## src/utfwc_pkg.sv

```systemverilog
// ----------------------------------------------------------------------------
// utfwc_pkg: shared types and constants of the text word/line counter
// Byte codes of the decoder, the count width and the saturating increment.
// ----------------------------------------------------------------------------
package utfwc_pkg;

  // Width of the internal counters. Result fields carry the low OUT_WIDTH bits.
  localparam int COUNT_WIDTH = 32;
  localparam int OUT_WIDTH   = 32;
  localparam int NUM_FIELDS  = 5;
  localparam int TDATA_WIDTH = NUM_FIELDS * OUT_WIDTH;

  typedef logic [COUNT_WIDTH-1:0] count_t;
  typedef logic [OUT_WIDTH-1:0]   field_t;

  localparam count_t COUNT_MAX = '1;

  // Kind of an input beat, carried on tuser.
  localparam logic OP_DATA = 1'b0;
  localparam logic OP_EOF  = 1'b1;

  // Byte codes.
  localparam logic [7:0] BYTE_TAB     = 8'h09;
  localparam logic [7:0] BYTE_NL      = 8'h0A;
  localparam logic [7:0] BYTE_SPACE   = 8'h20;
  localparam logic [7:0] CONT_LO      = 8'h21;
  localparam logic [7:0] CONT_HI      = 8'h7E;
  localparam logic [7:0] LEAD_LATIN   = 8'hA0;
  localparam logic [7:0] LEAD_ONE_LO  = 8'hA1;
  localparam logic [7:0] LEAD_ONE_HI  = 8'hF5;
  localparam logic [7:0] LEAD_TWO_LO  = 8'hF6;
  localparam logic [7:0] LEAD_TWO_HI  = 8'hF7;
  localparam logic [7:0] LEAD_BAD_LO  = 8'hF8;

  // Increment that sticks at the counter maximum.
  function automatic count_t sat_bump(input count_t c, input logic en);
    sat_bump = (en && (c != COUNT_MAX)) ? c + count_t'(1) : c;
  endfunction

endpackage

```

## src/utf_text_word_line_counter.sv

```systemverilog
// ----------------------------------------------------------------------------
// utf_text_word_line_counter: line, word, rune, bad-code and byte counter
// Decodes a byte stream in the old multi-byte text encoding and reports the
// five totals when an end-of-file beat arrives.
// ----------------------------------------------------------------------------
//
//   Channel  Direction  Payload                               Beats
//   in_      slave      tuser: operation, tdata: data_byte     one per text byte or EOF
//   out_     master     tdata: five 32-bit totals              one per EOF beat
//
// The block takes one input beat per clock cycle while in_tready is high. Each
// beat is first held in an input register; the decoder and the five counters
// update from it when it leaves that register. An end-of-file beat then loads
// the result register, and its totals appear on out_tdata with out_tvalid.
// Only an end-of-file beat waits on the output side: if the result register
// still holds an untaken result, the beat stays in the input register and
// in_tready falls until out_tready takes the old result. A data beat never
// waits in the input register.
// Reset (rst_n low, sampled at the clock) empties both registers, puts the
// decoder in its blank-space state and clears all counters.
//
module utf_text_word_line_counter
  import utfwc_pkg::*;
(
  input  logic                   clk,
  input  logic                   rst_n,
  input  logic                   in_tvalid,
  output logic                   in_tready,
  input  logic [7:0]             in_tdata,   // [7:0] data_byte
  input  logic                   in_tuser,   // [0] operation: 0 data byte, 1 end of file
  output logic                   out_tvalid,
  input  logic                   out_tready,
  output logic [TDATA_WIDTH-1:0] out_tdata   // [31:0] line_count, [63:32] word_count,
                                             // [95:64] rune_count, [127:96] bad_count,
                                             // [159:128] byte_count
);

  // Decoder states: blank space, after a latin lead, two or one more bytes
  // needed, and inside a word.
  typedef enum logic [2:0] {
    ST_SPACE = 3'd0,
    ST_LATIN = 3'd1,
    ST_NEED2 = 3'd2,
    ST_NEED1 = 3'd3,
    ST_WORD  = 3'd4
  } dec_state_t;

  // Input register.
  logic                   s1_valid_r;
  logic                   s1_op_r;
  logic [7:0]             s1_byte_r;

  // Decoder and counters.
  dec_state_t             state_r, state_nxt;
  count_t                 lines_r, words_r, runes_r, bad_r, bytes_r;

  // Result register.
  logic                   out_valid_r;
  logic [TDATA_WIDTH-1:0] out_data_r;
  logic [TDATA_WIDTH-1:0] out_data_nxt;

  logic out_free;
  logic s1_go;
  logic in_take;

  logic blank, newline, cont, unfinished;
  logic inc_line, inc_word, inc_bad;
  count_t bad_eof;

  // The result register is free when empty or being drained this cycle.
  assign out_free   = !out_valid_r || out_tready;
  assign s1_go      = s1_valid_r && ((s1_op_r == OP_DATA) || out_free);
  assign in_tready  = !s1_valid_r || s1_go;
  assign in_take    = in_tvalid && in_tready;
  assign out_tvalid = out_valid_r;
  assign out_tdata  = out_data_r;

  // Byte classes and the transition of the decoder for one data byte.
  always_comb begin
    blank      = (s1_byte_r == BYTE_TAB) || (s1_byte_r == BYTE_SPACE);
    newline    = (s1_byte_r == BYTE_NL);
    unfinished = (state_r == ST_LATIN) || (state_r == ST_NEED2) ||
                 (state_r == ST_NEED1);
    cont       = 1'b0;
    inc_line   = 1'b0;
    inc_word   = 1'b0;
    inc_bad    = 1'b0;
    state_nxt  = state_r;

    if (unfinished) begin
      if (state_r == ST_LATIN) begin
        cont = (s1_byte_r >= LEAD_LATIN);
      end else begin
        cont = (s1_byte_r inside {[CONT_LO:CONT_HI]}) || (s1_byte_r >= LEAD_LATIN);
      end
      if (cont) begin
        state_nxt = (state_r == ST_NEED2) ? ST_NEED1 : ST_WORD;
      end else begin
        // A broken code: the byte that broke it still counts as a rune.
        inc_bad = 1'b1;
        if (newline) begin
          inc_line  = 1'b1;
          state_nxt = ST_SPACE;
        end else if (blank) begin
          state_nxt = ST_SPACE;
        end else begin
          state_nxt = ST_WORD;
        end
      end
    end else begin
      // Blank space or inside a word; any byte but tab, space and newline is part of a word.
      if (newline) begin
        inc_line  = 1'b1;
        state_nxt = ST_SPACE;
      end else if (blank) begin
        state_nxt = ST_SPACE;
      end else begin
        inc_word = (state_r != ST_WORD);
        if (s1_byte_r == LEAD_LATIN) begin
          state_nxt = ST_LATIN;
        end else if (s1_byte_r inside {[LEAD_ONE_LO:LEAD_ONE_HI]}) begin
          state_nxt = ST_NEED1;
        end else if (s1_byte_r inside {[LEAD_TWO_LO:LEAD_TWO_HI]}) begin
          state_nxt = ST_NEED2;
        end else if (s1_byte_r >= LEAD_BAD_LO) begin
          inc_bad   = 1'b1;
          state_nxt = ST_WORD;
        end else begin
          state_nxt = ST_WORD;
        end
      end
    end
  end

  // At end of file an unfinished code adds one bad code before the totals go out.
  assign bad_eof = sat_bump(bad_r, unfinished);

  assign out_data_nxt = {field_t'(bytes_r), field_t'(bad_eof), field_t'(runes_r),
                         field_t'(words_r), field_t'(lines_r)};

  always_ff @(posedge clk) begin
    if (!rst_n) begin
      s1_valid_r  <= 1'b0;
      out_valid_r <= 1'b0;
      state_r     <= ST_SPACE;
      lines_r     <= '0;
      words_r     <= '0;
      runes_r     <= '0;
      bad_r       <= '0;
      bytes_r     <= '0;
    end else begin
      if (in_tready) begin
        s1_valid_r <= in_tvalid;
      end
      if (in_take) begin
        s1_op_r   <= in_tuser;
        s1_byte_r <= in_tdata;
      end

      // The result stays until taken; an end-of-file beat loads a new one.
      out_valid_r <= (out_valid_r && !out_tready) || (s1_go && (s1_op_r == OP_EOF));

      if (s1_go) begin
        if (s1_op_r == OP_EOF) begin
          out_data_r  <= out_data_nxt;
          state_r     <= ST_SPACE;
          lines_r     <= '0;
          words_r     <= '0;
          runes_r     <= '0;
          bad_r       <= '0;
          bytes_r     <= '0;
        end else begin
          state_r <= state_nxt;
          lines_r <= sat_bump(lines_r, inc_line);
          words_r <= sat_bump(words_r, inc_word);
          runes_r <= sat_bump(runes_r, !cont);
          bad_r   <= sat_bump(bad_r, inc_bad);
          bytes_r <= sat_bump(bytes_r, 1'b1);
        end
      end
    end
  end

  // An end-of-file beat that leaves the input register always produces a result.
  a_eof_result: assert property (@(posedge clk) disable iff (!rst_n)
    (s1_go && (s1_op_r == OP_EOF)) |=> out_valid_r)
    else $error("end-of-file beat did not load the result register");

  // Totals start over after an end-of-file beat.
  a_eof_clear: assert property (@(posedge clk) disable iff (!rst_n)
    (s1_go && (s1_op_r == OP_EOF)) |=> (bytes_r == '0 && state_r == ST_SPACE))
    else $error("counters not cleared after end of file");

  // Every rune is a byte, so the rune count never passes the byte count.
  a_runes_le_bytes: assert property (@(posedge clk) disable iff (!rst_n)
    runes_r <= bytes_r)
    else $error("rune count exceeds byte count");

  // A held end-of-file beat with a stalled result blocks the input side.
  a_eof_backpressure: assert property (@(posedge clk) disable iff (!rst_n)
    (s1_valid_r && (s1_op_r == OP_EOF) && out_valid_r && !out_tready) |-> !in_tready)
    else $error("input accepted while end-of-file beat is blocked");

endmodule
```

## config.mk

```make
export PLATFORM = sky130hd
export DESIGN_NAME = utf_text_word_line_counter
export DESIGN_NICKNAME = d
export VERILOG_FILES = /design/src/utfwc_pkg.sv /design/src/utf_text_word_line_counter.sv
export SDC_FILE = /design/constraint.sdc
export NUM_CORES = 1
export LEC_CHECK = 0
export BUFFER_PORTS_ARGS = -buffer_cell sky130_fd_sc_hd__buf_4
export CAP_MARGIN = 15
export CORE_ASPECT_RATIO = 1.2
export CORE_MARGIN = 2
export CORE_UTILIZATION = 62
export CTS_CLUSTER_DIAMETER = 100
export DETAILED_ROUTE_END_ITERATION = 7
export PLACE_DENSITY = 0.9
export SYNTH_ARGS = -nofsm -noshare
export SYNTH_HDL_FRONTEND = slang
export SYNTH_SLANG_ARGS = --single-unit
```

## constraint.sdc

```tcl
create_clock -name clk -period 9.6 [get_ports clk]
set_input_delay 0.48 -clock clk [delete_from_list [all_inputs] [get_ports clk]]
set_output_delay 0.48 -clock clk [all_outputs]
set_load 0.005 [all_outputs]
```

# Word-level counts from Yosys, hierarchy flattened
# Cells that the tools add are included.
[totals]
regBits = 334
inputBits = 13
word_cells = 113
out_inout_bits = 162
[classes]
n_mux = 39
order_cmp = 8
n_addsub = 5
reduce_logical = 36
bitwise = 1
n_eq_ne = 13
[ops]
columns = ["op", "n"]
rows = [
  ["$mux W32", 11],
  ["$add A32 B1 Y32 const B", 5],
  ["$ne A32 B32 Y1 const B", 5],
  ["$mux W3", 11],
  ["$ge A8 B8 Y1 const B", 4],
  ["$mux W1", 17],
  ["$eq A8 B4 Y1 const B", 2],
  ["$le A8 B8 Y1 const B", 2],
  ["$logic_and A1 B1 Y1", 12],
  ["$reduce_and A2 Y1", 6],
  ["$reduce_bool A2 Y1", 5],
  ["$eq A8 B6 Y1 const B", 1],
  ["$eq A8 B8 Y1 const B", 1],
  ["$ge A8 B6 Y1 const B", 1],
  ["$le A8 B7 Y1 const B", 1],
  ["$logic_or A1 B1 Y1", 8],
  ["$eq A3 B2 Y1 const B", 2],
  ["$logic_not A1 Y1", 4],
  ["$eq A3 B1 Y1 const B", 1],
  ["$ne A3 B3 Y1 const B", 1],
  ["$reduce_and A3 Y1", 1],
  ["$not A1 Y1", 1],
]

# Longest topological paths before layout
# Gate-level depths: netlist of the first run.
[logic_depth]
depth_word = 11
mapped_depth = 11

# Least setup slack after synthesis of the first run
# OpenSTA, ideal clock, no wires.
[synth_path]
kind = "input to register"
startpoint = "input port rst_n"
endpoint = "register out_data_r[0] (netlist: out_tdata[0]) (enable)"
arrival_ps = 4645
setup_time_ps = 539
t_required_ps = 9061
stages = 3
slack_ps = 4416
path_cell_list = "clkbuf_1 -> clkbuf_1 -> and2_1"
[synth_via]
elab_chain_len = 1
[synth_lines]
columns = ["element", "line_no", "source"]
rows = [
  ["start, declared", "utf_text_word_line_counter.sv:26", "input logic rst_n,"],
  ["$reduce_and A3 Y1 (no source line)", "-", ""],
  ["end signal, assigned", "utf_text_word_line_counter.sv:165", "out_data_r <= out_data_nxt;"],
  ["end, declared", "utf_text_word_line_counter.sv:59", "logic [TDATA_WIDTH-1:0] out_data_r;"],
]
# Every way passes these cells.
# A chain may end at the register's enable or synchronous reset.

# Final worst setup path of the first run
[layout_path]
startpoint = "register s1_op_r"
endpoint = "register out_data_r[87] (netlist: out_tdata[87]) (enable)"
[layout_via]
elab_chain_len = 4
[layout_lines]
columns = ["element", "line_no", "source"]
rows = [
  ["start, declared", "utf_text_word_line_counter.sv:50", "logic s1_op_r;"],
  ["start signal, assigned", "utf_text_word_line_counter.sv:156", "s1_op_r <= in_tuser;"],
  ["$not A1 Y1", "utf_text_word_line_counter.sv:72", "assign s1_go = s1_valid_r && ((s1_op_r == OP_DATA) || out_free);"],
  ["$logic_or A1 B1 Y1", "utf_text_word_line_counter.sv:72", ""],
  ["$logic_and A1 B1 Y1", "utf_text_word_line_counter.sv:72", ""],
  ["$reduce_and A3 Y1 (no source line) (*)", "-", ""],
]
# Mark *: on every way between the ends. The rest lies on a longest branch, timed or not.

==> results of run 1 <==
==> critical path: cells and delay by family, from the launching register on <==
kind | cells | cell delay (ns)
buffers and inverters | 1 | 0.91
and+or+nand+nor | 3 | 1.30
DFF | 1 | 0.66
==> layout make-up <==
cell class	count	area, um2	area share [%]
clock inverter	13	190	1.16
tap	279	349	2.12
clock buffer	42	847	5.15
multi-input combinational	870	5260	31.9
timing repair buffer	181	1360	8.24
sequential	334	8380	50.9
inverter	22	82.6	0.502
==> Yosys cell counts (4+ instances only) <==
| cell type | n |
|---|---|
| sky130_fd_sc_hd__clkbuf_1 | 32 |
| sky130_fd_sc_hd__nand2_1 | 92 |
| sky130_fd_sc_hd__a22o_1 | 7 |
| sky130_fd_sc_hd__and4_1 | 25 |
| sky130_fd_sc_hd__nor3_1 | 39 |
| sky130_fd_sc_hd__o211ai_1 | 4 |
| sky130_fd_sc_hd__a21boi_0 | 6 |
| sky130_fd_sc_hd__o21a_1 | 5 |
| sky130_fd_sc_hd__dfxtp_1 | 165 |
| sky130_fd_sc_hd__nor4b_1 | 5 |
| sky130_fd_sc_hd__o311ai_0 | 4 |
| sky130_fd_sc_hd__a21o_1 | 6 |
| sky130_fd_sc_hd__xnor2_1 | 65 |
| sky130_fd_sc_hd__o21ai_0 | 54 |
| sky130_fd_sc_hd__and2_1 | 18 |
| sky130_fd_sc_hd__nand3_1 | 73 |
| sky130_fd_sc_hd__or4_1 | 17 |
| sky130_fd_sc_hd__a21oi_2 | 4 |
| sky130_fd_sc_hd__nor3b_1 | 5 |
| sky130_fd_sc_hd__a21oi_1 | 62 |
| sky130_fd_sc_hd__a211oi_1 | 4 |
| sky130_fd_sc_hd__o31ai_1 | 16 |
| sky130_fd_sc_hd__ha_1 | 5 |
| sky130_fd_sc_hd__edfxtp_1 | 169 |
| sky130_fd_sc_hd__xor2_1 | 46 |
| sky130_fd_sc_hd__nor4_1 | 12 |
| sky130_fd_sc_hd__buf_2 | 15 |
| sky130_fd_sc_hd__or3_1 | 53 |
| sky130_fd_sc_hd__and3_1 | 19 |
| sky130_fd_sc_hd__nand4_1 | 59 |
| sky130_fd_sc_hd__nor2b_1 | 5 |
| sky130_fd_sc_hd__inv_1 | 22 |
| sky130_fd_sc_hd__nor2_1 | 119 |
==> worst min-delay path by stage <==
| stage | to | slack, ns | depth (start not counted) |
|---|---|---|---|
| final | s1_byte_r[0]$_DFFE_PP_ | 0.11 | 1 |
| after detailed placement | out_tdata[21]$_DFFE_PP_ | 0.46 | 0 |
| after floorplan | out_tdata[55]$_DFFE_PP_ | 0.43 | 0 |
| after CTS | s1_op_r$_DFFE_PP_ | 0.1 | 1 |
| after global routing | s1_byte_r[3]$_DFFE_PP_ | 0.09 | 1 |
| after global placement | out_tdata[41]$_DFFE_PP_ | 0.45 | 0 |
==> power by group <==
group	switching, mW	total [mW]	internal, mW	leakage [nW]
clock	0.504	1.25	0.747	0.507
combinational	0.0474	0.0712	0.0238	2.18
sequential	0.00830	1.51	1.50	2.92
total	0.559	2.83	2.27	5.61
==> metal layers <==
metal	GRT usage [%]	vias up	share of wire, %
li1	-	5047	-
met1	32.9	5205	41
met2	44.3	396	51
met3	3.36	70	6.0
met4	8.09	0	2.8
met5	0	-	0
==> kinds of logic after synthesis <==
kind of cell               after synthesis  synth area share (%)
DFF                                    334                  60.0
xor gates and xnor gates               111                  6.97
AOI/OAI and AO/OA                      189                  8.33
buffers and inverters                   76                  2.34
adders and majority gates                5                 0.448
and+or+nand+nor                        563                  21.7
muxes                                    2                 0.143
==> registers in the layout (all words and copies together) (netlist names) <==
register	flops
s1_op_r	1
state_r	3
words_r	32
s1_byte_r	8
bad_r	32
out_tdata	160
runes_r	32
lines_r	32
s1_valid_r	1
out_tvalid	1
bytes_r	32
==> through the flow <==
stage                     util, %  setup WS, ns  hold slack, ns  power (mW)
final                        73.8          6.23           0.113        2.83
after global placement       69.2          6.38           0.455        1.61
after detailed placement     69.2          6.23           0.459        1.61
after global routing         73.8          6.02          0.0947        2.91
after CTS                    73.8          6.21          0.0982        2.85
after floorplan                 -          4.42           0.432        1.58
==> impl_results.html, run 1 <==
<table>
<tr><th>Metric</th><th>Value</th></tr>
<tr><th colspan="2">Run status</th></tr>
<tr><td>Run status</td><td>finished, final reports clean</td></tr>
<tr><th colspan="2">STA</th></tr>
<tr><td>Largest clock skew in the final design</td><td>0.0182 ns</td></tr>
<tr><td>Setup repair after global routing missed its margin</td><td>false</td></tr>
<tr><td>Max-slew headroom</td><td>23.2%</td></tr>
<tr><td>Worst Tran Pin Value</td><td>1.15 ns</td></tr>
<tr><td>Minimum period implied by the final worst setup slack</td><td>3.37 ns</td></tr>
<tr><td>Count of final hold-check violations</td><td>0</td></tr>
<tr><td>Achievable Freq</td><td>0.297 GHz</td></tr>
<tr><td>Number of pins with negative max-slew slack in the final report</td><td>0</td></tr>
<tr><td>Share of the cycle needed by the critical path after routing</td><td>35.1%</td></tr>
<tr><td>Final setup viols</td><td>0</td></tr>
<tr><td>Post-route setup TNS</td><td>0 ns</td></tr>
<tr><th colspan="2">GRT</th></tr>
<tr><td>Antenna violations before repair</td><td>0</td></tr>
<tr><td>Overflow after GRT</td><td>0</td></tr>
<tr><td>All-Layer GR Usage</td><td>25.3%</td></tr>
<tr><td>Via count of the first global-routing pass</td><td>10100</td></tr>
<tr><td>Pin count of the biggest net entering global routing</td><td>105</td></tr>
<tr><td>Global-route wire length before repair</td><td>49900 um</td></tr>
<tr><th colspan="2">Route</th></tr>
<tr><td>Violation count after the first detailed-routing iteration</td><td>772</td></tr>
<tr><td>WL final</td><td>30700 um</td></tr>
<tr><td>Vias</td><td>10700</td></tr>
<tr><td>DRC violations left</td><td>0</td></tr>
<tr><td>DR vias/cell</td><td>6.16</td></tr>
<tr><td>WL/cell</td><td>17.6 um</td></tr>
<tr><td>Initial DRT Pass Iterations</td><td>6</td></tr>
<tr><td>Remaining antenna violation count</td><td>0</td></tr>
<tr><th colspan="2">Placement</th></tr>
<tr><td>Port Buffers</td><td>174</td></tr>
<tr><td>Sum of net half-perimeters after detailed placement</td><td>20000 um</td></tr>
<tr><td>Number of placed cells counting well taps</td><td>1685</td></tr>
<tr><td>Routability Congestion</td><td>0.868</td></tr>
<tr><td>Area post-placement</td><td>0.0154 mm2</td></tr>
<tr><th colspan="2">Finish</th></tr>
<tr><td>Commonest cells after routing, fill and taps aside</td><td>sky130_fd_sc_hd__buf_4, sky130_fd_sc_hd__edfxtp_1, sky130_fd_sc_hd__dfxtp_1</td></tr>
<tr><td>Antenna diode instance count</td><td>0</td></tr>
<tr><td>Post-Layout Inst Area</td><td>0.0165 mm2</td></tr>
<tr><td># fillers</td><td>1463</td></tr>
<tr><td>Most common library cell in the layout ignoring fill and taps</td><td>sky130_fd_sc_hd__buf_4</td></tr>
<tr><td>Layout overhead on the synthesized area</td><td>18.0%</td></tr>
<tr><td>Fin nets</td><td>1457</td></tr>
<tr><td>Share of final-layout standard cells stronger than drive strength 1</td><td>16.8%</td></tr>
<tr><td>Post-route insts no fill</td><td>1741</td></tr>
<tr><th colspan="2">Synthesis</th></tr>
<tr><td>Top-area cell type share of the netlist area</td><td>36.4%</td></tr>
<tr><td>Number of distinct standard cells referenced by the synthesized netlist</td><td>64</td></tr>
<tr><td>Number of flip-flops and latches in the synthesized netlist</td><td>334</td></tr>
<tr><td>Synth Warn #</td><td>0</td></tr>
<tr><td>Synth Net Count</td><td>1298</td></tr>
<tr><td>Synth area leaders</td><td>sky130_fd_sc_hd__edfxtp_1, sky130_fd_sc_hd__dfxtp_1, sky130_fd_sc_hd__xnor2_1</td></tr>
<tr><td>Syn Std Cell Area</td><td>0.0140 mm2</td></tr>
<tr><td>Number of enable-type register cells in the synthesized netlist</td><td>169</td></tr>
<tr><td>Average footprint of a synthesized cell</td><td>10.9 um2</td></tr>
<tr><td>Ys flop type</td><td>sky130_fd_sc_hd__edfxtp_1</td></tr>
<tr><td>Cell type contributing the most total cell area after synthesis</td><td>sky130_fd_sc_hd__edfxtp_1</td></tr>
<tr><td>Post-synth ARST share</td><td>0%</td></tr>
<tr><td>Fraction of the yosys area taken by sequential cells</td><td>60.0%</td></tr>
<tr><td>Cell count after synthesis</td><td>1280</td></tr>
<tr><th colspan="2">Worst setup path</th></tr>
<tr><td>Chain of cells forming the critical path</td><td>nand2_1 -&gt; nor2_1 -&gt; and2_4 -&gt; buf_4</td></tr>
<tr><td>Critical path launch point</td><td>s1_op_r$_DFFE_PP_</td></tr>
<tr><td>Source of the worst register-to-register timing path</td><td>s1_op_r$_DFFE_PP_</td></tr>
<tr><td>Crit end category</td><td>register</td></tr>
<tr><td>Critical path startpoint category</td><td>register</td></tr>
<tr><td>Critical path start-end classification</td><td>reg -&gt; reg</td></tr>
<tr><td>Worst R2R End</td><td>out_tdata[87]$_DFFE_PP_</td></tr>
<tr><td>Slowest-stage cell, CP</td><td>sky130_fd_sc_hd__buf_4</td></tr>
<tr><td>R2R cell count</td><td>4</td></tr>
<tr><td>Maximum single-stage delay on the critical path</td><td>0.91 ns</td></tr>
<tr><td>Critical Path Sink</td><td>out_tdata[87]$_DFFE_PP_</td></tr>
<tr><td>Worst endpoint data arrival time</td><td>3.53 ns</td></tr>
<tr><td>Data required time at the worst endpoint</td><td>9.76 ns</td></tr>
<tr><td>Largest driver fanout on the critical path</td><td>82</td></tr>
<tr><td>Register-to-Register Setup Slack</td><td>6.23 ns</td></tr>
<tr><th colspan="2">Min path</th></tr>
<tr><td>Worst min-delay path class</td><td>in -&gt; reg</td></tr>
<tr><td>Start point of the worst hold path</td><td>in_tdata[0]</td></tr>
<tr><th colspan="2">Clocking</th></tr>
<tr><td>Clk_lat worst skew</td><td>0.55 ns</td></tr>
<tr><td>Num CTS Buffers</td><td>30</td></tr>
<tr><td>Post-CTS Setup Repair Bufs</td><td>0</td></tr>
<tr><td>Clock H-tree levels</td><td>1</td></tr>
<tr><td>Clock Sinks</td><td>334</td></tr>
<tr><td>Total of cells resized after clock tree synthesis</td><td>0</td></tr>
<tr><td>Count of hold-fix buffers inserted at cts</td><td>0</td></tr>
<tr><td>Number of buffers on the longest clock path</td><td>3</td></tr>
<tr><td>Clock-pin slew of the registers on the worst-case setup and hold paths</td><td>0.06 ns</td></tr>
<tr><td>Clock root buffer</td><td>sky130_fd_sc_hd__clkbuf_16</td></tr>
<tr><td>CTS tree</td><td>yes</td></tr>
<tr><th colspan="2">Floorplanning</th></tr>
<tr><td>Placement Rows</td><td>60</td></tr>
<tr><td>I/O pins</td><td>175</td></tr>
<tr><td>Die H</td><td>168 um</td></tr>
<tr><td>Die area</td><td>0.0237 mm2</td></tr>
<tr><td>Initial cell density of the core</td><td>62.6%</td></tr>
<tr><td>Die X-Extent</td><td>141 um</td></tr>
<tr><td>Core Area</td><td>0.0223 mm2</td></tr>
<tr><th colspan="2">Flow run</th></tr>
<tr><td>Maximum Capacitance Violations</td><td>0</td></tr>
<tr><th colspan="2">Pwr</th></tr>
<tr><td>VDD IR-drop max</td><td>0.151 mV</td></tr>
<tr><td>Power per unit of standard cell area</td><td>172 mW/mm2</td></tr>
<tr><td>Static leakage</td><td>5.61 nW</td></tr>
</table>
No activity file was read; power rests on OpenSTA's default activity.
==> run 2, diff against run 1 <==
Settings changed: CORE_UTILIZATION 62 to 58, PLACE_DENSITY 0.9 to 0.86.
Clock period 9.6 ns to 3.11 ns, I/O delays scaled along.
==> impl_results.html, run 2 (synthesized netlist as in run 1, its figures left out) <==
<table>
<tr><th>Metric</th><th>Value</th></tr>
<tr><th colspan="2">Run status</th></tr>
<tr><td>Run status</td><td>finished, final reports clean</td></tr>
<tr><th colspan="2">Route</th></tr>
<tr><td>WL/cell</td><td>17.5 um (-0.36%)</td></tr>
<tr><td>DR vias/cell</td><td>5.91 (-4.0%)</td></tr>
<tr><td>Violation count after the first detailed-routing iteration</td><td>825 (+6.9%)</td></tr>
<tr><td>WL final</td><td>31700 um (+3.5%)</td></tr>
<tr><td>Vias</td><td>10700 (-0.21%)</td></tr>
<tr><td>Initial DRT Pass Iterations</td><td>6 (unchanged)</td></tr>
<tr><td>DRC violations left</td><td>0 (unchanged)</td></tr>
<tr><td>Remaining antenna violation count</td><td>0 (unchanged)</td></tr>
<tr><th colspan="2">Pwr</th></tr>
<tr><td>Switching Power</td><td>1.81 mW (+220%)</td></tr>
<tr><td>Part of the total power dissipated in sequential elements</td><td>53.3% (about the same)</td></tr>
<tr><td>Static leakage</td><td>5.73 nW (+2.1%)</td></tr>
<tr><td>Share of total power in combinational logic</td><td>2.9% (+0.4 points)</td></tr>
<tr><td>Power Internal</td><td>6.93 mW (+200%)</td></tr>
<tr><td>Final total power</td><td>8.74 mW (+210%)</td></tr>
<tr><td>Switching power share of the total</td><td>20.8% (+1.0 points)</td></tr>
<tr><td>Clk network pwr share</td><td>43.8% (-0.4 points)</td></tr>
<tr><td>VDD IR-drop max</td><td>0.433 mV (+190%)</td></tr>
<tr><td>Power per unit of standard cell area</td><td>521 mW/mm2 (+200%)</td></tr>
<tr><th colspan="2">STA</th></tr>
<tr><td>Worst Tran Pin Value</td><td>1.08 ns (-0.0771 ns)</td></tr>
<tr><td>Number of pins with negative max-slew slack in the final report</td><td>0 (unchanged)</td></tr>
<tr><td>Max-slew headroom</td><td>27.4% (+4.2 points)</td></tr>
<tr><td>Largest clock skew in the final design</td><td>0.0131 ns (-0.00509 ns)</td></tr>
<tr><td>Minimum period implied by the final worst setup slack</td><td>2.61 ns (-0.755 ns)</td></tr>
<tr><td>Final WS setup</td><td>0.498 ns (-5.73 ns)</td></tr>
<tr><td>Share of the cycle needed by the critical path after routing</td><td>84.0% (+49 points)</td></tr>
<tr><td>Post-route setup TNS</td><td>0 ns (unchanged)</td></tr>
<tr><td>Count of final hold-check violations</td><td>0 (unchanged)</td></tr>
<tr><td>Setup repair after global routing missed its margin</td><td>false</td></tr>
<tr><td>Achievable Freq</td><td>0.383 GHz (+29%)</td></tr>
<tr><td>Final setup viols</td><td>0 (unchanged)</td></tr>
<tr><th colspan="2">Finish</th></tr>
<tr><td>Layout overhead on the synthesized area</td><td>20.2%</td></tr>
<tr><td>Share of final-layout standard cells stronger than drive strength 1</td><td>17.7% (+0.90 points)</td></tr>
<tr><td># fillers</td><td>1662 (+14%)</td></tr>
<tr><td>Fin nets</td><td>1483 (+1.8%)</td></tr>
<tr><td>Commonest cells after routing, fill and taps aside</td><td>sky130_fd_sc_hd__buf_4, sky130_fd_sc_hd__edfxtp_1, sky130_fd_sc_hd__dfxtp_1</td></tr>
<tr><td>Post-route insts no fill</td><td>1809 (+3.9%)</td></tr>
<tr><td>Antenna diode instance count</td><td>0 (unchanged)</td></tr>
<tr><td>Most common library cell in the layout ignoring fill and taps</td><td>sky130_fd_sc_hd__buf_4</td></tr>
<tr><td>Flip-flop count of the largest register, all copies and words added</td><td>160 (unchanged)</td></tr>
<tr><th colspan="2">Floorplanning</th></tr>
<tr><td>I/O pins</td><td>175 (unchanged)</td></tr>
<tr><td>Core Area</td><td>0.0238 mm2 (+6.8%)</td></tr>
<tr><td>Placement Rows</td><td>62 (+3.3%)</td></tr>
<tr><td>Die H</td><td>174 um (+3.3%)</td></tr>
<tr><td>Die area</td><td>0.0253 mm2 (+6.7%)</td></tr>
<tr><td>Die X-Extent</td><td>146 um (+3.3%)</td></tr>
<tr><td>Initial cell density of the core</td><td>58.6% (-4.0 points)</td></tr>
<tr><th colspan="2">Clocking</th></tr>
<tr><td>Clock Sinks</td><td>334 (unchanged)</td></tr>
<tr><td>Clock H-tree levels</td><td>1 (unchanged)</td></tr>
<tr><td>Count of hold-fix buffers inserted at cts</td><td>13 (+13)</td></tr>
<tr><td>Post-CTS Setup Repair Bufs</td><td>0 (unchanged)</td></tr>
<tr><td>Total of cells resized after clock tree synthesis</td><td>0 (unchanged)</td></tr>
<tr><td>Clk_lat worst skew</td><td>0.56 ns (about the same)</td></tr>
<tr><td>Clock-pin slew of the registers on the worst-case setup and hold paths</td><td>0.07 ns (about the same)</td></tr>
<tr><td>Clock root buffer</td><td>sky130_fd_sc_hd__clkbuf_16</td></tr>
<tr><td>Number of buffers on the longest clock path</td><td>3 (unchanged)</td></tr>
<tr><td>Num CTS Buffers</td><td>30 (unchanged)</td></tr>
<tr><td>CTS tree</td><td>yes</td></tr>
<tr><th colspan="2">Worst setup path</th></tr>
<tr><td>Largest driver fanout on the critical path</td><td>12 (-85%)</td></tr>
<tr><td>Critical path startpoint category</td><td>register</td></tr>
<tr><td>Data required time at the worst endpoint</td><td>3.59 ns (-6.17 ns)</td></tr>
<tr><td>Crit end category</td><td>register</td></tr>
<tr><td>Worst endpoint data arrival time</td><td>3.09 ns (-0.44 ns)</td></tr>
<tr><td>Critical path start-end classification</td><td>reg -&gt; reg</td></tr>
<tr><th colspan="2">GRT</th></tr>
<tr><td>All-Layer GR Usage</td><td>24.3% (-1.0 points)</td></tr>
<tr><td>GRT met1 Usage</td><td>31.0% (-1.9 points)</td></tr>
<tr><td>Global-route met3 utilization</td><td>3.12% (-0.23 points)</td></tr>
<tr><td>Pin count of the biggest net entering global routing</td><td>89 (-15%)</td></tr>
<tr><td>Most used routing layer in global routing</td><td>met2</td></tr>
<tr><td>Overflow after GRT</td><td>0 (unchanged)</td></tr>
<tr><td>Met2 track demand over resource</td><td>43.3% (-1.0 points)</td></tr>
<tr><td>Via count of the first global-routing pass</td><td>10200 (+1.4%)</td></tr>
<tr><td>Antenna violations before repair</td><td>0 (unchanged)</td></tr>
<tr><td>Global-route wire length before repair</td><td>51300 um (+2.7%)</td></tr>
<tr><th colspan="2">Placement</th></tr>
<tr><td>Sum of net half-perimeters after detailed placement</td><td>20500 um (+2.5%)</td></tr>
<tr><td>Pre-CTS setup slack</td><td>0.544 ns (-5.68 ns)</td></tr>
<tr><td>Number of placed cells counting well taps</td><td>1740 (+3.3%)</td></tr>
<tr><td>Routability Congestion</td><td>0.827 (-4.7%)</td></tr>
<tr><td>Port Buffers</td><td>174 (unchanged)</td></tr>
<tr><th colspan="2">Flow run</th></tr>
<tr><td>Maximum Capacitance Violations</td><td>0 (unchanged)</td></tr>
<tr><th colspan="2">Min path</th></tr>
<tr><td>Worst min-delay path class</td><td>in -&gt; reg</td></tr>
</table>
## run 2: cell count changes in the layout (fill, tap and decap cells not counted), sizes merged
cell	before	now
buf	180	194
dlygate4sd3	0	13
clkbuf	43	35
clkinv	7	12
clkinvlp	1	4
## run 2: power groups by stage
| stage | Combinational, mW | Sequential [mW] | Clock (mW) |
|---|---|---|---|
| 6_report | 0.251 | 4.66 | 3.83 |
| 5_1_grt | 0.272 | 4.66 | 4.03 |
| 2_1_floorplan | 0.126 | 4.75 | 0 |
| 4_1_cts | 0.250 | 4.66 | 3.86 |
| 3_5_place_dp | 0.235 | 4.75 | 0 |
| 3_3_place_gp | 0.230 | 4.75 | 0 |
## run 2: stage by stage
stage	utilization (%)	cell area (um2)	hold slack (ns)
floorplan	-	14000	0.254
global placement	65.6	15600	0.337
detailed placement	65.6	15600	0.336
CTS	70.4	16800	0.296
global route	70.4	16800	0.311
finish	70.4	16800	0.324
## run 2: worst paths after layout
| path | slack, ns | end | startpoint | depth (start not counted) |
|---|---|---|---|---|
| setup / recovery | 0.50 | runes_r[3]$_SDFFE_PN0P_ | s1_byte_r[7]$_DFFE_PP_ | 6 |
| hold reg to reg | 0.49 | out_tdata[31]$_DFFE_PP_ | lines_r[31]$_SDFFE_PN0P_ | 0 |
| hold / removal | 0.32 | s1_byte_r[7]$_DFFE_PP_ | in_tdata[7] | 2 |
| setup reg to reg | 0.50 | runes_r[3]$_SDFFE_PN0P_ | s1_byte_r[7]$_DFFE_PP_ | 6 |
## run 2: area by class of cell
class / count / area (um2) / area share (%)
inverters: 22 / 82.6 / 0.492
multi-input cells: 870 / 5260 / 31.4
repair buffers: 207 / 1620 / 9.68
clock inverters: 21 / 258 / 1.54
clock buffers: 35 / 769 / 4.59
flip-flops and latches: 334 / 8380 / 50.0
well taps: 320 / 400 / 2.39
## run 2: worst max-delay path, stage by stage, from the launching register on
cell                       delay [ns]
sky130_fd_sc_hd__edfxtp_1        0.45
sky130_fd_sc_hd__o21bai_1        0.19
sky130_fd_sc_hd__a211oi_1        0.50
sky130_fd_sc_hd__a21oi_1         0.26
sky130_fd_sc_hd__a21oi_1         0.71
sky130_fd_sc_hd__o21ai_0         0.23
sky130_fd_sc_hd__a21oi_1         0.18
## run 2: routing by layer
metal	share of wire [%]	up-vias
li1	-	5100
met1	40	5089
met2	52	437
met3	5.8	70
met4	2.6	0
met5	0	-
==> run 3, diff against run 2 <==
Settings changed: ABC_AREA from default to 1, CORE_UTILIZATION 58 to 54, PLACE_DENSITY 0.86 to 0.83.
Clock period 3.11 ns to 2.2 ns, I/O delays scaled along.
==> impl_results.html, run 3 <==
<table>
<tr><th>Metric</th><th>Value</th></tr>
<tr><th colspan="2">Synthesis</th></tr>
<tr><td>Number of flip-flops and latches in the synthesized netlist</td><td>334 (unchanged)</td></tr>
<tr><td>Syn Std Cell Area</td><td>0.0167 mm2 (+20%)</td></tr>
<tr><td>Cell type contributing the most total cell area after synthesis</td><td>sky130_fd_sc_hd__edfxtp_1</td></tr>
<tr><td>Post-synth ARST share</td><td>0% (unchanged)</td></tr>
<tr><td>Average footprint of a synthesized cell</td><td>7.70 um2 (-29%)</td></tr>
<tr><td>Top-area cell type share of the netlist area</td><td>30.3% (-6.1 points)</td></tr>
<tr><td>Fraction of the yosys area taken by sequential cells</td><td>50.0% (-10 points)</td></tr>
<tr><td>Ys flop type</td><td>sky130_fd_sc_hd__edfxtp_1</td></tr>
<tr><td>Synth Warn #</td><td>0 (unchanged)</td></tr>
<tr><td>Number of enable-type register cells in the synthesized netlist</td><td>169 (unchanged)</td></tr>
<tr><td>Library cell with the highest instance count after synthesis</td><td>sky130_fd_sc_hd__nand2_1</td></tr>
<tr><td>Number of distinct standard cells referenced by the synthesized netlist</td><td>41 (-36%)</td></tr>
<tr><td>Top cell types by occurrence after synthesis</td><td>sky130_fd_sc_hd__nand2_1, sky130_fd_sc_hd__nor2_1, sky130_fd_sc_hd__nand3_1</td></tr>
<tr><td>Cell count after synthesis</td><td>2173 (+70%)</td></tr>
<tr><td>Synth Net Count</td><td>2191 (+69%)</td></tr>
<tr><td>Synth area leaders</td><td>sky130_fd_sc_hd__edfxtp_1, sky130_fd_sc_hd__dfxtp_1, sky130_fd_sc_hd__nand2_1</td></tr>
<tr><th colspan="2">Finish</th></tr>
<tr><td>Antenna diode instance count</td><td>0 (unchanged)</td></tr>
<tr><td>Post-Layout Inst Area</td><td>0.0199 mm2 (+19%)</td></tr>
<tr><td>Flip-flop count of the largest register, all copies and words added</td><td>160 (unchanged)</td></tr>
<tr><td>Layout overhead on the synthesized area</td><td>19.1%</td></tr>
<tr><td># fillers</td><td>2608 (+57%)</td></tr>
<tr><td>Fin nets</td><td>2397 (+62%)</td></tr>
<tr><td>Share of final-layout standard cells stronger than drive strength 1</td><td>14.1% (-3.6 points)</td></tr>
<tr><td>Commonest cells after routing, fill and taps aside</td><td>sky130_fd_sc_hd__nand2_1, sky130_fd_sc_hd__nor2_1, sky130_fd_sc_hd__buf_4</td></tr>
<tr><td>Most common library cell in the layout ignoring fill and taps</td><td>sky130_fd_sc_hd__nand2_1</td></tr>
<tr><td>Area of combinational cells with multiple inputs</td><td>0.00729 mm2 (+39%)</td></tr>
<tr><td>Sequential Area</td><td>0.00838 mm2 (about the same)</td></tr>
<tr><th colspan="2">Route</th></tr>
<tr><td>Initial DRT Pass Iterations</td><td>6 (unchanged)</td></tr>
<tr><td>DRC violations left</td><td>0 (unchanged)</td></tr>
<tr><td>DR vias/cell</td><td>5.48 (-7.4%)</td></tr>
<tr><td>Remaining antenna violation count</td><td>0 (unchanged)</td></tr>
<tr><td>WL final</td><td>45100 um (+42%)</td></tr>
<tr><td>Violation count after the first detailed-routing iteration</td><td>1307 (+58%)</td></tr>
<tr><td>Vias</td><td>15300 (+43%)</td></tr>
<tr><td>WL/cell</td><td>16.1 um (-8.2%)</td></tr>
<tr><th colspan="2">Clocking</th></tr>
<tr><td>Clock H-tree levels</td><td>1 (unchanged)</td></tr>
<tr><td>Clock-pin slew of the registers on the worst-case setup and hold paths</td><td>0.06 ns (about the same)</td></tr>
<tr><td>Num CTS Buffers</td><td>31 (+3.3%)</td></tr>
<tr><td>CTS tree</td><td>yes</td></tr>
<tr><td>Number of buffers on the longest clock path</td><td>3 (unchanged)</td></tr>
<tr><td>Clk_lat worst skew</td><td>0.58 ns (+0.02 ns)</td></tr>
<tr><td>Clock Sinks</td><td>334 (unchanged)</td></tr>
<tr><td>Clock root buffer</td><td>sky130_fd_sc_hd__clkbuf_16</td></tr>
<tr><th colspan="2">STA</th></tr>
<tr><td>Share of the cycle needed by the critical path after routing</td><td>94.2% (+10 points)</td></tr>
<tr><td>Max-slew headroom</td><td>53.8% (+26 points)</td></tr>
<tr><td>Achievable Freq</td><td>0.483 GHz (+26%)</td></tr>
<tr><td>Worst Tran Pin Value</td><td>0.692 ns (-0.383 ns)</td></tr>
<tr><td>Setup repair after global routing missed its margin</td><td>false</td></tr>
<tr><td>Final setup viols</td><td>0 (unchanged)</td></tr>
<tr><td>Count of final hold-check violations</td><td>0 (unchanged)</td></tr>
<tr><td>Post-route setup TNS</td><td>0 ns (unchanged)</td></tr>
<tr><td>Number of pins with negative max-slew slack in the final report</td><td>0 (unchanged)</td></tr>
<tr><td>Largest clock skew in the final design</td><td>0.0224 ns (+0.00932 ns)</td></tr>
<tr><td>Minimum period implied by the final worst setup slack</td><td>2.07 ns (-0.540 ns)</td></tr>
<tr><td>Final WS setup</td><td>0.128 ns (-0.370 ns)</td></tr>
<tr><th colspan="2">Placement</th></tr>
<tr><td>Sum of net half-perimeters after detailed placement</td><td>31400 um (+53%)</td></tr>
<tr><td>Port Buffers</td><td>174 (unchanged)</td></tr>
<tr><td>Routability Congestion</td><td>0.936 (+13%)</td></tr>
<tr><td>Pre-CTS setup slack</td><td>0.0301 ns (-0.514 ns)</td></tr>
<tr><td>Area post-placement</td><td>0.0187 mm2 (+20%)</td></tr>
<tr><th colspan="2">Pwr</th></tr>
<tr><td>Power per unit of standard cell area</td><td>629 mW/mm2 (+21%)</td></tr>
<tr><td>Static leakage</td><td>7.39 nW (+29%)</td></tr>
<tr><td>VDD IR-drop max</td><td>0.692 mV (+60%)</td></tr>
<tr><th colspan="2">Floorplanning</th></tr>
<tr><td>Die X-Extent</td><td>165 um (+13%)</td></tr>
<tr><td>Initial cell density of the core</td><td>54.9% (-3.7 points)</td></tr>
<tr><td>Die H</td><td>197 um (+13%)</td></tr>
<tr><td>Core Area</td><td>0.0305 mm2 (+28%)</td></tr>
<tr><td>I/O pins</td><td>175 (unchanged)</td></tr>
<tr><td>Die area</td><td>0.0324 mm2 (+28%)</td></tr>
<tr><td>Placement Rows</td><td>70 (+13%)</td></tr>
<tr><th colspan="2">Worst setup path</th></tr>
<tr><td>Delay-heaviest family, CP</td><td>simple AND/OR/NAND/NOR gates</td></tr>
<tr><td>Critical path start-end classification</td><td>reg -&gt; reg</td></tr>
<tr><td>Largest driver fanout on the critical path</td><td>43 (+31)</td></tr>
<tr><td>Chain of cells forming the critical path</td><td>ha_2 -&gt; nand3_1 -&gt; inv_2 -&gt; nand2_2 -&gt; nor2_4 -&gt; nand2_4 -&gt; nand2_8 -&gt; buf_16 -&gt; o21ai_0</td></tr>
<tr><td>Crit end category</td><td>register</td></tr>
<tr><td>Critical path startpoint category</td><td>register</td></tr>
<tr><td>Slowest-stage cell, CP</td><td>sky130_fd_sc_hd__dfxtp_1</td></tr>
<tr><td>Critical path buffers and inverters</td><td>2 (+2)</td></tr>
<tr><td>Data required time at the worst endpoint</td><td>2.50 ns (-1.09 ns)</td></tr>
<tr><td>Maximum single-stage delay on the critical path</td><td>0.38 ns (-0.33 ns)</td></tr>
<tr><td>Worst endpoint data arrival time</td><td>2.37 ns (-0.72 ns)</td></tr>
<tr><th colspan="2">GRT</th></tr>
<tr><td>Overflow after GRT</td><td>0 (unchanged)</td></tr>
<tr><td>Global-route wire length before repair</td><td>71600 um (+40%)</td></tr>
<tr><td>Via count of the first global-routing pass</td><td>14500 (+41%)</td></tr>
<tr><td>Antenna violations before repair</td><td>0 (unchanged)</td></tr>
<tr><td>Pin count of the biggest net entering global routing</td><td>140 (+57%)</td></tr>
<tr><td>All-Layer GR Usage</td><td>27.3% (+3.0 points)</td></tr>
<tr><th colspan="2">Run status</th></tr>
<tr><td>Run status</td><td>finished, final reports clean</td></tr>
<tr><th colspan="2">Flow run</th></tr>
<tr><td>Maximum Capacitance Violations</td><td>0 (unchanged)</td></tr>
<tr><th colspan="2">Min path</th></tr>
<tr><td>Worst min-delay path class</td><td>in -&gt; reg</td></tr>
</table>
## run 3: changes by cell type after synthesis, moves of 16 or more
cell                      delta
sky130_fd_sc_hd__xnor2_1    -49
sky130_fd_sc_hd__o21ai_0    -20
sky130_fd_sc_hd__nand2_1   +531
sky130_fd_sc_hd__or4_1      -17
sky130_fd_sc_hd__o31ai_1    -16
sky130_fd_sc_hd__a21oi_1    +99
sky130_fd_sc_hd__inv_1     +158
sky130_fd_sc_hd__nor2_1    +200
sky130_fd_sc_hd__and3_1     -18
sky130_fd_sc_hd__or3_1      -53
sky130_fd_sc_hd__and4_1     -25
sky130_fd_sc_hd__and2_1     -17
sky130_fd_sc_hd__nand3_1   +122
## run 3: worst paths after layout
check / start / endpoint / slack [ns] / depth (start not counted)
setup / recovery: bad_r[1]$_SDFFE_PN0P_ / out_tdata[100]$_DFFE_PP_ / 0.13 / 9
hold / removal: in_tuser / s1_op_r$_DFFE_PP_ / 0.26 / 2
setup reg to reg: bad_r[1]$_SDFFE_PN0P_ / out_tdata[100]$_DFFE_PP_ / 0.13 / 9
hold reg to reg: bytes_r[12]$_SDFFE_PN0P_ / out_tdata[140]$_DFFE_PP_ / 0.47 / 0
## run 3: logic make-up (layout without fill, tap and decap cells)
family,Yosys count,count (layout),share of synthesized area (%)
AND/OR/NAND/NOR,1294,1294,32.9
flip-flops,334,334,50.0
buffers and inverters,264,495,6.79
AO/OA/AOI/OAI,214,214,6.64
XOR/XNOR,62,62,3.24
adder cells (fa/ha/maj),5,5,0.374
## run 3: through the flow
step	power (mW)	util (%)	instances	hold slack, ns
6_report	12.5	65.4	2800	0.262
5_1_grt	12.9	65.4	2800	0.253
4_1_cts	12.6	65.1	2793	0.230
3_5_place_dp	7.15	61.2	2721	0.289
3_3_place_gp	7.13	61.2	2721	0.290
2_1_floorplan	7.00	-	2173	0.209
## run 3: where the power goes
part / switching, mW / internal, mW / total (mW)
combinational: 0.366 / 0.149 / 0.515
clock: 2.38 / 3.10 / 5.48
sequential: 0.0200 / 6.53 / 6.55
total: 2.77 / 9.78 / 12.5
## run 3: cell type report
| class | instances | share of cell area [%] |
|---|---|---|
| multi-input combinational | 1575 | 36.5 |
| timing repair inverter | 3 | 0.100 |
| sequential | 334 | 42.0 |
| inverter | 186 | 3.54 |
| timing repair buffer | 248 | 10.1 |
| clock inverter | 21 | 1.14 |
| tap | 396 | 2.48 |
| clock buffer | 37 | 4.05 |
## run 3: per-layer routing
metal / share of wire, % / vias up / global-route usage (%)
met5: 0 / - / 0
met4: 3.7 / 0 / 11.0
met3: 6.8 / 122 / 2.99
met2: 48 / 616 / 46.7
met1: 41 / 7046 / 35.4
li1: - / 7547 / -
## run 3: timing repair
action                                  4_1_cts  5_1_grt
setup buffers                                 0        4
endpoints found under the setup margin        0       77
hold endpoints to repair                     16        0
resized for setup                             0       13
hold buffers                                 14        0
